--- config.mk ---
export PLATFORM = sky130hd
export DESIGN_NAME = dpe_ctrl
export DESIGN_NICKNAME = d
export VERILOG_FILES = /design/src/rtl/core/dpe_pkg.sv /design/src/rtl/core/dpe_ctrl.sv
export SDC_FILE = /design/constraint.sdc
export NUM_CORES = 1
export LEC_CHECK = 0
export ABC_CLOCK_PERIOD_IN_PS = 4600
export BUFFER_PORTS_ARGS = -buffer_cell sky130_fd_sc_hd__buf_2
export CAP_MARGIN = 10
export CORE_MARGIN = 2
export CORE_UTILIZATION = 27
export CTS_CLUSTER_DIAMETER = 80
export DETAILED_ROUTE_END_ITERATION = 16
export GPL_TIMING_DRIVEN = 0
export PLACE_DENSITY_LB_ADDON = 0.3
export SKIP_CTS_REPAIR_TIMING = 1
export SLEW_MARGIN = 20
export SYNTH_ARGS = -nofsm -noshare
export SYNTH_HDL_FRONTEND = slang
export SYNTH_SLANG_ARGS = --single-unit
--- constraint.sdc ---
create_clock -name clk -period 4.6 [get_ports clk]
set_input_delay 0.23 -clock clk [delete_from_list [all_inputs] [get_ports clk]]
set_output_delay 0.23 -clock clk [all_outputs]
set_load 0.01 [all_outputs]
--- src/rtl/core/dpe_pkg.sv ---
`timescale 1ns / 1ps

package dpe_pkg;

    // fixed point format of every stored value
    localparam int FRAC_BITS = 16;
    localparam int DATA_W    = 32;
    localparam int DIV_BITS  = DATA_W + FRAC_BITS;
    localparam int CORDIC_W  = 34;
    localparam int CORDIC_N  = 30;
    localparam int TRIG_SHR  = 30 - FRAC_BITS;

    localparam logic signed [DATA_W-1:0] Q_MAX = 32'sh7FFF_FFFF;
    localparam logic signed [DATA_W-1:0] Q_MIN = 32'sh8000_0000;

    localparam logic signed [CORDIC_W-1:0] PI_Q30      = 34'sd3373259426;
    localparam logic signed [CORDIC_W-1:0] HALF_PI_Q30 = 34'sd1686629713;
    localparam logic signed [CORDIC_W-1:0] GAIN_Q30    = 34'sd652032874;

    // pi in the stored format and the wrap period
    localparam int PI_F       = 205887;
    localparam int WRAP_M     = 2 * PI_F;
    localparam int WRAP_STEPS = 14;

    localparam int PC_W       = 6;
    localparam logic [PC_W-1:0] POS_PC     = 6'd44;
    localparam logic [PC_W-1:0] RESTART_PC = 6'd53;

    typedef enum logic [2:0] {
        OP_ADD,
        OP_SUB,
        OP_MUL,
        OP_DIV,
        OP_WRAP,
        OP_SINCOS,
        OP_JUMP,
        OP_END
    } op_t;

    typedef enum logic [4:0] {
        ID_ZERO, ID_A1, ID_A2, ID_R1, ID_R2, ID_G, ID_L1, ID_L2, ID_U, ID_DT,
        ID_SA1, ID_SA2, ID_S1, ID_C1, ID_S2, ID_C2, ID_SD, ID_CD, ID_W1, ID_W2,
        ID_DEN, ID_T0, ID_T1, ID_T2, ID_T3, ID_JX, ID_JY, ID_TX, ID_TY
    } reg_id_t;

    typedef enum logic [2:0] {
        CFG_GRAVITY,
        CFG_UPPER_LENGTH,
        CFG_LOWER_LENGTH,
        CFG_UPPER_MASS,
        CFG_LOWER_MASS,
        CFG_UPPER_START,
        CFG_LOWER_START
    } cfg_idx_t;

    typedef enum logic [1:0] {
        ST_IDLE,
        ST_ISSUE,
        ST_WAIT,
        ST_FINISH
    } ctrl_state_t;

    typedef struct packed {
        op_t     op;
        reg_id_t a;
        reg_id_t b;
        reg_id_t dst;
        reg_id_t dst2;
    } ucmd_t;

    typedef struct packed {
        logic  go;
        logic  start_item;
        ucmd_t cmd;
    } dp_cmd_t;

    typedef struct packed {
        logic done;
        logic busy;
    } dp_status_t;

    typedef struct packed {
        logic        [22:0] gravity;
        logic        [22:0] upper_length;
        logic        [22:0] lower_length;
        logic        [22:0] upper_mass;
        logic        [22:0] lower_mass;
        logic signed [18:0] upper_start_angle;
        logic signed [18:0] lower_start_angle;
    } cfg_t;

    typedef struct packed {
        logic signed [18:0] upper_angle;
        logic signed [18:0] lower_angle;
        logic signed [31:0] upper_rate;
        logic signed [31:0] lower_rate;
        logic signed [31:0] joint_x;
        logic signed [31:0] joint_y;
        logic signed [31:0] tip_x;
        logic signed [31:0] tip_y;
        logic               overflow;
    } res_t;

    function automatic logic [29:0] atan_q30(input logic [4:0] i);
        logic [29:0] r;
        unique case (i)
            5'd0:  r = 30'h3243F6A8;
            5'd1:  r = 30'h1DAC6705;
            5'd2:  r = 30'h0FADBAFC;
            5'd3:  r = 30'h07F56EA6;
            5'd4:  r = 30'h03FEAB76;
            5'd5:  r = 30'h01FFD55B;
            5'd6:  r = 30'h00FFFAAA;
            5'd7:  r = 30'h007FFF55;
            5'd8:  r = 30'h003FFFEA;
            5'd9:  r = 30'h001FFFFD;
            5'd10: r = 30'h000FFFFF;
            5'd11: r = 30'h0007FFFF;
            5'd12: r = 30'h0003FFFF;
            5'd13: r = 30'h0001FFFF;
            5'd14: r = 30'h0000FFFF;
            5'd15: r = 30'h00007FFF;
            5'd16: r = 30'h00003FFF;
            5'd17: r = 30'h00001FFF;
            5'd18: r = 30'h00000FFF;
            5'd19: r = 30'h000007FF;
            5'd20: r = 30'h000003FF;
            5'd21: r = 30'h000001FF;
            5'd22: r = 30'h000000FF;
            5'd23: r = 30'h0000007F;
            5'd24: r = 30'h0000003F;
            5'd25: r = 30'h0000001F;
            5'd26: r = 30'h0000000F;
            5'd27: r = 30'h00000007;
            5'd28: r = 30'h00000003;
            5'd29: r = 30'h00000001;
            default: r = '0;
        endcase
        return r;
    endfunction

    function automatic ucmd_t mk(input op_t op, input reg_id_t a, input reg_id_t b,
                                 input reg_id_t dst, input reg_id_t dst2);
        ucmd_t c;
        c.op   = op;
        c.a    = a;
        c.b    = b;
        c.dst  = dst;
        c.dst2 = dst2;
        return c;
    endfunction

    // step program: advance from 0, positions from POS_PC, restart from RESTART_PC
    function automatic ucmd_t ucode(input logic [PC_W-1:0] pc);
        ucmd_t c;
        unique case (pc)
            6'd0:  c = mk(OP_SINCOS, ID_A1, ID_ZERO, ID_S1, ID_C1);
            6'd1:  c = mk(OP_SINCOS, ID_A2, ID_ZERO, ID_S2, ID_C2);
            6'd2:  c = mk(OP_SUB, ID_A1, ID_A2, ID_T0, ID_ZERO);
            6'd3:  c = mk(OP_WRAP, ID_T0, ID_ZERO, ID_T0, ID_ZERO);
            6'd4:  c = mk(OP_SINCOS, ID_T0, ID_ZERO, ID_SD, ID_CD);
            6'd5:  c = mk(OP_MUL, ID_R1, ID_R1, ID_W1, ID_ZERO);
            6'd6:  c = mk(OP_MUL, ID_R2, ID_R2, ID_W2, ID_ZERO);
            6'd7:  c = mk(OP_MUL, ID_CD, ID_CD, ID_T0, ID_ZERO);
            6'd8:  c = mk(OP_SUB, ID_U, ID_T0, ID_DEN, ID_ZERO);
            6'd9:  c = mk(OP_MUL, ID_S2, ID_CD, ID_T0, ID_ZERO);
            6'd10: c = mk(OP_MUL, ID_U, ID_S1, ID_T1, ID_ZERO);
            6'd11: c = mk(OP_SUB, ID_T0, ID_T1, ID_T0, ID_ZERO);
            6'd12: c = mk(OP_MUL, ID_G, ID_T0, ID_T0, ID_ZERO);
            6'd13: c = mk(OP_MUL, ID_L2, ID_W2, ID_T1, ID_ZERO);
            6'd14: c = mk(OP_MUL, ID_L1, ID_W1, ID_T2, ID_ZERO);
            6'd15: c = mk(OP_MUL, ID_T2, ID_CD, ID_T2, ID_ZERO);
            6'd16: c = mk(OP_ADD, ID_T1, ID_T2, ID_T1, ID_ZERO);
            6'd17: c = mk(OP_MUL, ID_T1, ID_SD, ID_T1, ID_ZERO);
            6'd18: c = mk(OP_SUB, ID_T0, ID_T1, ID_T0, ID_ZERO);
            6'd19: c = mk(OP_MUL, ID_G, ID_U, ID_T1, ID_ZERO);
            6'd20: c = mk(OP_MUL, ID_S1, ID_CD, ID_T2, ID_ZERO);
            6'd21: c = mk(OP_SUB, ID_T2, ID_S2, ID_T2, ID_ZERO);
            6'd22: c = mk(OP_MUL, ID_T1, ID_T2, ID_T1, ID_ZERO);
            6'd23: c = mk(OP_MUL, ID_U, ID_L1, ID_T2, ID_ZERO);
            6'd24: c = mk(OP_MUL, ID_T2, ID_W1, ID_T2, ID_ZERO);
            6'd25: c = mk(OP_MUL, ID_L2, ID_W2, ID_T3, ID_ZERO);
            6'd26: c = mk(OP_MUL, ID_T3, ID_CD, ID_T3, ID_ZERO);
            6'd27: c = mk(OP_ADD, ID_T2, ID_T3, ID_T2, ID_ZERO);
            6'd28: c = mk(OP_MUL, ID_T2, ID_SD, ID_T2, ID_ZERO);
            6'd29: c = mk(OP_ADD, ID_T1, ID_T2, ID_T1, ID_ZERO);
            6'd30: c = mk(OP_MUL, ID_L1, ID_DEN, ID_T2, ID_ZERO);
            6'd31: c = mk(OP_DIV, ID_T0, ID_T2, ID_T0, ID_ZERO);
            6'd32: c = mk(OP_MUL, ID_L2, ID_DEN, ID_T2, ID_ZERO);
            6'd33: c = mk(OP_DIV, ID_T1, ID_T2, ID_T1, ID_ZERO);
            6'd34: c = mk(OP_MUL, ID_T0, ID_DT, ID_T0, ID_ZERO);
            6'd35: c = mk(OP_ADD, ID_R1, ID_T0, ID_R1, ID_ZERO);
            6'd36: c = mk(OP_MUL, ID_T1, ID_DT, ID_T1, ID_ZERO);
            6'd37: c = mk(OP_ADD, ID_R2, ID_T1, ID_R2, ID_ZERO);
            6'd38: c = mk(OP_MUL, ID_R1, ID_DT, ID_T0, ID_ZERO);
            6'd39: c = mk(OP_ADD, ID_A1, ID_T0, ID_T0, ID_ZERO);
            6'd40: c = mk(OP_WRAP, ID_T0, ID_ZERO, ID_A1, ID_ZERO);
            6'd41: c = mk(OP_MUL, ID_R2, ID_DT, ID_T1, ID_ZERO);
            6'd42: c = mk(OP_ADD, ID_A2, ID_T1, ID_T1, ID_ZERO);
            6'd43: c = mk(OP_WRAP, ID_T1, ID_ZERO, ID_A2, ID_ZERO);
            6'd44: c = mk(OP_SINCOS, ID_A1, ID_ZERO, ID_S1, ID_C1);
            6'd45: c = mk(OP_SINCOS, ID_A2, ID_ZERO, ID_S2, ID_C2);
            6'd46: c = mk(OP_MUL, ID_L1, ID_S1, ID_JX, ID_ZERO);
            6'd47: c = mk(OP_MUL, ID_L1, ID_C1, ID_JY, ID_ZERO);
            6'd48: c = mk(OP_MUL, ID_L2, ID_S2, ID_TX, ID_ZERO);
            6'd49: c = mk(OP_ADD, ID_JX, ID_TX, ID_TX, ID_ZERO);
            6'd50: c = mk(OP_MUL, ID_L2, ID_C2, ID_TY, ID_ZERO);
            6'd51: c = mk(OP_ADD, ID_JY, ID_TY, ID_TY, ID_ZERO);
            6'd53: c = mk(OP_WRAP, ID_SA1, ID_ZERO, ID_A1, ID_ZERO);
            6'd54: c = mk(OP_WRAP, ID_SA2, ID_ZERO, ID_A2, ID_ZERO);
            6'd55: c = mk(OP_SUB, ID_ZERO, ID_ZERO, ID_R1, ID_ZERO);
            6'd56: c = mk(OP_SUB, ID_ZERO, ID_ZERO, ID_R2, ID_ZERO);
            6'd57: c = mk(OP_JUMP, ID_ZERO, ID_ZERO, ID_ZERO, ID_ZERO);
            default: c = mk(OP_END, ID_ZERO, ID_ZERO, ID_ZERO, ID_ZERO);
        endcase
        return c;
    endfunction

endpackage

--- src/rtl/core/dpe_ctrl.sv ---
`timescale 1ns / 1ps

module dpe_ctrl (
    input  logic               clk,
    input  logic               rst_n,
    input  logic               in_valid,
    input  logic               req_type,
    output logic               in_ready,
    input  logic               out_free,
    output logic               finish,
    output dpe_pkg::dp_cmd_t   dp_cmd,
    input  dpe_pkg::dp_status_t dp_status
);
    import dpe_pkg::*;

    ctrl_state_t     state_reg, state_next;
    logic [PC_W-1:0] pc_reg, pc_next;
    ucmd_t           ucmd;

    assign ucmd = ucode(pc_reg);

    always_ff @(posedge clk or negedge rst_n)
    begin
        if (!rst_n)
        begin
            state_reg <= ST_IDLE;
            pc_reg    <= '0;
        end
        else
        begin
            state_reg <= state_next;
            pc_reg    <= pc_next;
        end
    end

    // next state
    always_comb
    begin
        state_next = state_reg;
        pc_next    = pc_reg;
        unique case (state_reg)
            ST_IDLE:
            begin
                if (in_valid)
                begin
                    state_next = ST_ISSUE;
                    pc_next    = req_type ? RESTART_PC : '0;
                end
            end
            ST_ISSUE:
            begin
                if (ucmd.op == OP_END)
                    state_next = ST_FINISH;
                else if (ucmd.op == OP_JUMP)
                    pc_next = POS_PC;
                else
                    state_next = ST_WAIT;
            end
            ST_WAIT:
            begin
                if (dp_status.done)
                begin
                    state_next = ST_ISSUE;
                    pc_next    = pc_reg + 1'b1;
                end
            end
            ST_FINISH:
            begin
                if (out_free)
                    state_next = ST_IDLE;
            end
            default: state_next = ST_IDLE;
        endcase
    end

    // outputs
    always_comb
    begin
        in_ready          = (state_reg == ST_IDLE);
        finish            = (state_reg == ST_FINISH) && out_free;
        dp_cmd.start_item = (state_reg == ST_IDLE) && in_valid;
        dp_cmd.go         = (state_reg == ST_ISSUE) && !dp_status.busy
                            && (ucmd.op != OP_END) && (ucmd.op != OP_JUMP);
        dp_cmd.cmd        = ucmd;
    end

endmodule

* Word-level counts from Yosys, hierarchy flattened
Memory sizes are Yosys's and may differ from the RTL's.
Cells that the tools add are included.
** Word-level totals
- Register bits :: 8
- Bits in read-only memories :: 1472
- Bits of input ports :: 7
- Output and inout port bits :: 27
- Logic and storage cells :: 39
- Memories :: 1
** Memory list
- (no name shown) :: words 64, width 23, rd ports 1, clocked after Yosys merged registers in 0, write ports 0, RTL line dpe_pkg.sv:156 : unique case (pc)
** Cells by class
- Add/sub/neg operators :: 1
- Equal/unequal tests :: 13
- Multiplexer cells :: 12
- Reductions and logical operators :: 10
** Operators with widths (number)
- $mux 6 :: 5
- $pmux 6 s3 :: 1
- $mux 2 :: 5
- $ne 2x2->1 const B :: 5
- $ne 3x3->1 const B :: 3
- $pmux 2 s4 :: 1
- $add 6x1->6 const B :: 1
- $eq 3x3->1 const B :: 2
- $logic_and 1x1->1 :: 5
- $reduce_and 5->1 :: 1
- $eq 2x2->1 const B :: 2
- $reduce_and 4->1 :: 1
- $reduce_bool 3->1 :: 1
- $eq 2x1->1 const B :: 1
- $logic_not 2->1 :: 1
- $logic_not 1->1 :: 1

* Depth between registers and ports, before layout
An unclocked memory read counts as a cell.
- Depth in word-level cells :: 5
- Mapped depth :: 10
- Depth with buffers taken out :: 8

* Worst setup path before layout
No wires, ideal clock.
- Path kind :: register -> register
- Start point :: reg pc_reg[1]
- End point :: reg pc_reg[0]
- Arrival time :: 2.721 ns
- Required time :: 4.475 ns
- Setup slack :: 1.753 ns
- Cell stages (with the launch flop) :: 11
- Buffers on the path :: 2
- Clock period less this slack :: 2.847 ns
- Path through :: dfrtp_1 -> clkbuf_1 -> inv_1 -> ha_1 -> clkbuf_1 -> and2_1 -> o21ai_1 -> a31oi_1 -> or4_4 -> o21a_4 -> mux2_4
** Between the ends
- Longest elaborated chain between the ends :: 4
** RTL lines
- start, declared :: RTL line dpe_ctrl.sv:17 : logic [PC_W-1:0] pc_reg, pc_next;
- start signal, assigned :: RTL line dpe_ctrl.sv:32 : pc_reg <= pc_next;
- $mem_v2 64x23 *
- $eq 3x3->1, on equally long branches :: RTL line dpe_ctrl.sv:54, dpe_ctrl.sv:52
- $ne 2x2->1 (no source line)
- $reduce_and 5->1 (no source line) *
Mark *: on every way between the ends. The rest lies on a longest branch, timed or not.
A chain may end at the register's enable or synchronous reset.

==> impl_metrics.csv <==
group,metric,value,unit
finish,fin_util,0.325,
timing,finalCriticalPeriod,4.07,ns
placement,dp_hpwl,6470,um
clocking,clkSlewWorstSetupHoldPaths,0.04,ns
drt,drt_iter0_drc,433,
timing,setup_viol,0,
die,initial_core_util,0.280,
die,die_width,93.8,um
job,maxCapViolations,0,
setup_path,endpoint_kind,"primary output",
power_and_ir_drop,p_total,2320,uW
drt,drt-total-wl,8660,um
timing,rsz0062_at_grt,"false",
yosys,synth_edf_count,0,
timing,tightest_slew,0.843,ns
yosys,ys_async_sr_fraction,1.00,
finish,largest_reg_flops,6,
die,chipHeight,93.8,um
power_and_ir_drop,peakVddDrop,0.358,mV
timing,slew_headroom,0.423,
clocking,clock-sinks,8,
power_and_ir_drop,power_frac_seq,0.067,
yosys,synthCells,329,
setup_path,path_cells,"clkbuf_1 > inv_1 > ha_1 > clkbuf_1 > nand2_1 > nand2_1 > nor3_1 > a21oi_1 > o21ai_0 > o31ai_1 > buf_2",
drt,vias,2867,
timing,tns,0,ns
power_and_ir_drop,combPwrFrac,0.899,
setup_path,reg2reg_slack,0.92,ns
yosys,yosysUniqueCellTypes,57,
timing,drv_slew,0,
yosys,synth.top_cell.area_share,0.103,
clocking,cts-htree-levels,1,
power_and_ir_drop,power.density,918,nW/um^2
clocking,cts_root_buffer,"clkbuf_8",
setup_path,crit_type,"register to primary output",
setup_path,path_max_fanout,10,
yosys,ys_ff_latch,8,
yosys,seq_area_frac_synth,0.0920,
worst_hold_path,hp-class,"input pin to asynchronous set/reset pin",
drt,vias_per_cell,6.13,
drt,ant_nets,0,
setup_path,timing.rr.start,"pc_reg[1]",
power_and_ir_drop,p_clk_frac,0.034,
yosys,syn_avg_cell_area,6.62,um^2
setup_path,cp-startpoint,"pc_reg[1]",
drt,drt_pass1_iterations,6,
yosys,synth_flop_cell,"dfrtp_1",
yosys,yosysTopAreaCell,"ha_1",
clocking,clock_latency,0.22,ns
die,coreArea,7770,um^2
yosys,synthesis.area,2180,um^2
setup_path,critPathLaunchType,"register",
clocking,cts_tree,"built",
setup_path,critical_path_arrival,3.84,ns
power_and_ir_drop,switching_share,0.598,
timing,fin_skew,0.000940,ns
placement,port_buffers,33,
power_and_ir_drop,p_leak,0.00104,uW
global_routing,grt_pass1_vias,2639,
global_routing,grt_start_max_net_pins,13,
timing,period_share,0.884,
finish,final_common_cell,"buf_2",
setup_path,cpPeakStageDelay,0.57,ns
finish,mostFrequentLayoutCells,"buf_2 (40), nand2_1 (38), a21oi_1 (36), o21ai_0 (28), nor2_1 (22)",
finish,drive_gt1_frac,0.153,
finish,nets,393,
timing,hold-worst-slack,0.378,ns
global_routing,grt_overflow,0,
run_status,status,"complete, no violations",
setup_path,cp_data_required_time,4.37,ns
timing,setup_ws,0.534,ns
yosys,yosys_warnings,0,
die,floorplan.rows,32,
power_and_ir_drop,p_int,932,uW
yosys,synthTopCellsByArea,"ha_1 (10%), dfrtp_1 (9.2%), a21oi_1 (8.3%)",
global_routing,grt_use_total,0.195,
drt,drcViolationCount,0,
yosys,syn_nets,354,
global_routing,antenna_found_initial,0,
clocking,clock_path_buffers,2,
power_and_ir_drop,power.switching,1380,uW
placement,pre_cts_ws,0.985,ns
global_routing,grt_pass1_wl,13800,um
timing,fmax,0.246,GHz
placement,place_congestion,0.986,
drt,wire_per_inst,18.5,um
finish,n_antenna_cell,0,
die,boundaryPins,34,
setup_path,crit_slowest_cell,"dfrtp_1",
finish,syn_to_final_growth,15.8,%
clocking,numCtsBuffers,3,
die,dieArea,8800,um^2
timing,hold_viol_final,0,
worst max-delay path: cells and delay by family, from the launching register on:
| kind | cells | cell delay [ns] |
|---|---|---|
| compound gates | 3 | 0.57 |
| buf+inv | 4 | 1.53 |
| simple gates | 3 | 0.50 |
| flops | 1 | 0.57 |
| fa+ha+maj | 1 | 0.44 |
metal layers:
metal	part of all wire	routed length, um	global-route usage
met1	0.40	3500	0.270
met2	0.44	3800	0.313
met3	0.11	949	0.0209
met4	0.048	416	0.0664
met5	0	0	0
power by group through the flow:
stage	registers, uW	clock network, uW	logic (uW)
detailed placement	153	0	2030
global route	161	86.2	2260
floorplan	138	0	1420
CTS	153	80.2	2040
global placement	156	0	2060
finish	155	79.3	2080
kinds of logic after synthesis:
logic type / after synthesis / share of synthesized area
AO/OA/AOI/OAI: 131 / 0.395
AND/OR/NAND/NOR: 109 / 0.243
buffers and inverters: 51 / 0.0971
adder cells (fa/ha/maj): 18 / 0.103
multiplexers: 11 / 0.0649
flip-flops: 8 / 0.0920
XOR/XNOR: 1 / 0.00402
worst paths after layout:
check / endpoint / depth (start not counted)
worst max-delay path: dp_cmd[6] / 11
worst min-delay path: state_reg[0] / 2
worst max register to register: pc_reg[0] / 10
worst min register to register: state_reg[1] / 2
max in group asynchronous: pc_reg[1] / 2
min in group clk: pc_reg[2] / 3
through the flow:
stage	cells	cell area, um^2
after floorplan	329	2180
after global placement	464	2470
after detailed placement	464	2470
after CTS	467	2510
after global routing	468	2520
final	468	2520
final cells by class:
| cell class | instances | area, um^2 |
|---|---|---|
| Tap cell | 102 | 128 |
| Inverter | 16 | 60.1 |
| Clock buffer | 3 | 41.3 |
| Timing Repair Buffer | 34 | 175 |
| Buffer | 35 | 151 |
| Fill cell | 878 | 5250 |
| Multi-Input combinational cell | 270 | 1770 |
| Sequential cell | 8 | 200 |
cells in the mapped netlist, types with 3 or more instances:
| cell type | number |
|---|---|
| dfrtp_1 | 8 |
| buf_2 | 7 |
| mux2i_1 | 7 |
| and2_1 | 5 |
| o221ai_1 | 4 |
| buf_1 | 5 |
| a2111oi_0 | 3 |
| o211ai_1 | 9 |
| nor3_1 | 6 |
| nor2_1 | 22 |
| o22ai_1 | 6 |
| a211oi_1 | 7 |
| nor3b_1 | 3 |
| o311ai_0 | 3 |
| clkbuf_1 | 21 |
| nand2b_1 | 8 |
| and3_1 | 3 |
| a21oi_1 | 36 |
| or3_1 | 3 |
| a2bb2oi_1 | 3 |
| nand3_1 | 7 |
| a31oi_1 | 4 |
| o2111ai_1 | 4 |
| nand2_1 | 38 |
| nor2b_1 | 7 |
| ha_1 | 18 |
| inv_1 | 16 |
| o21ai_0 | 28 |
| a21o_1 | 3 |
| a311oi_1 | 3 |
No activity file was read; power rests on OpenSTA's default activity.
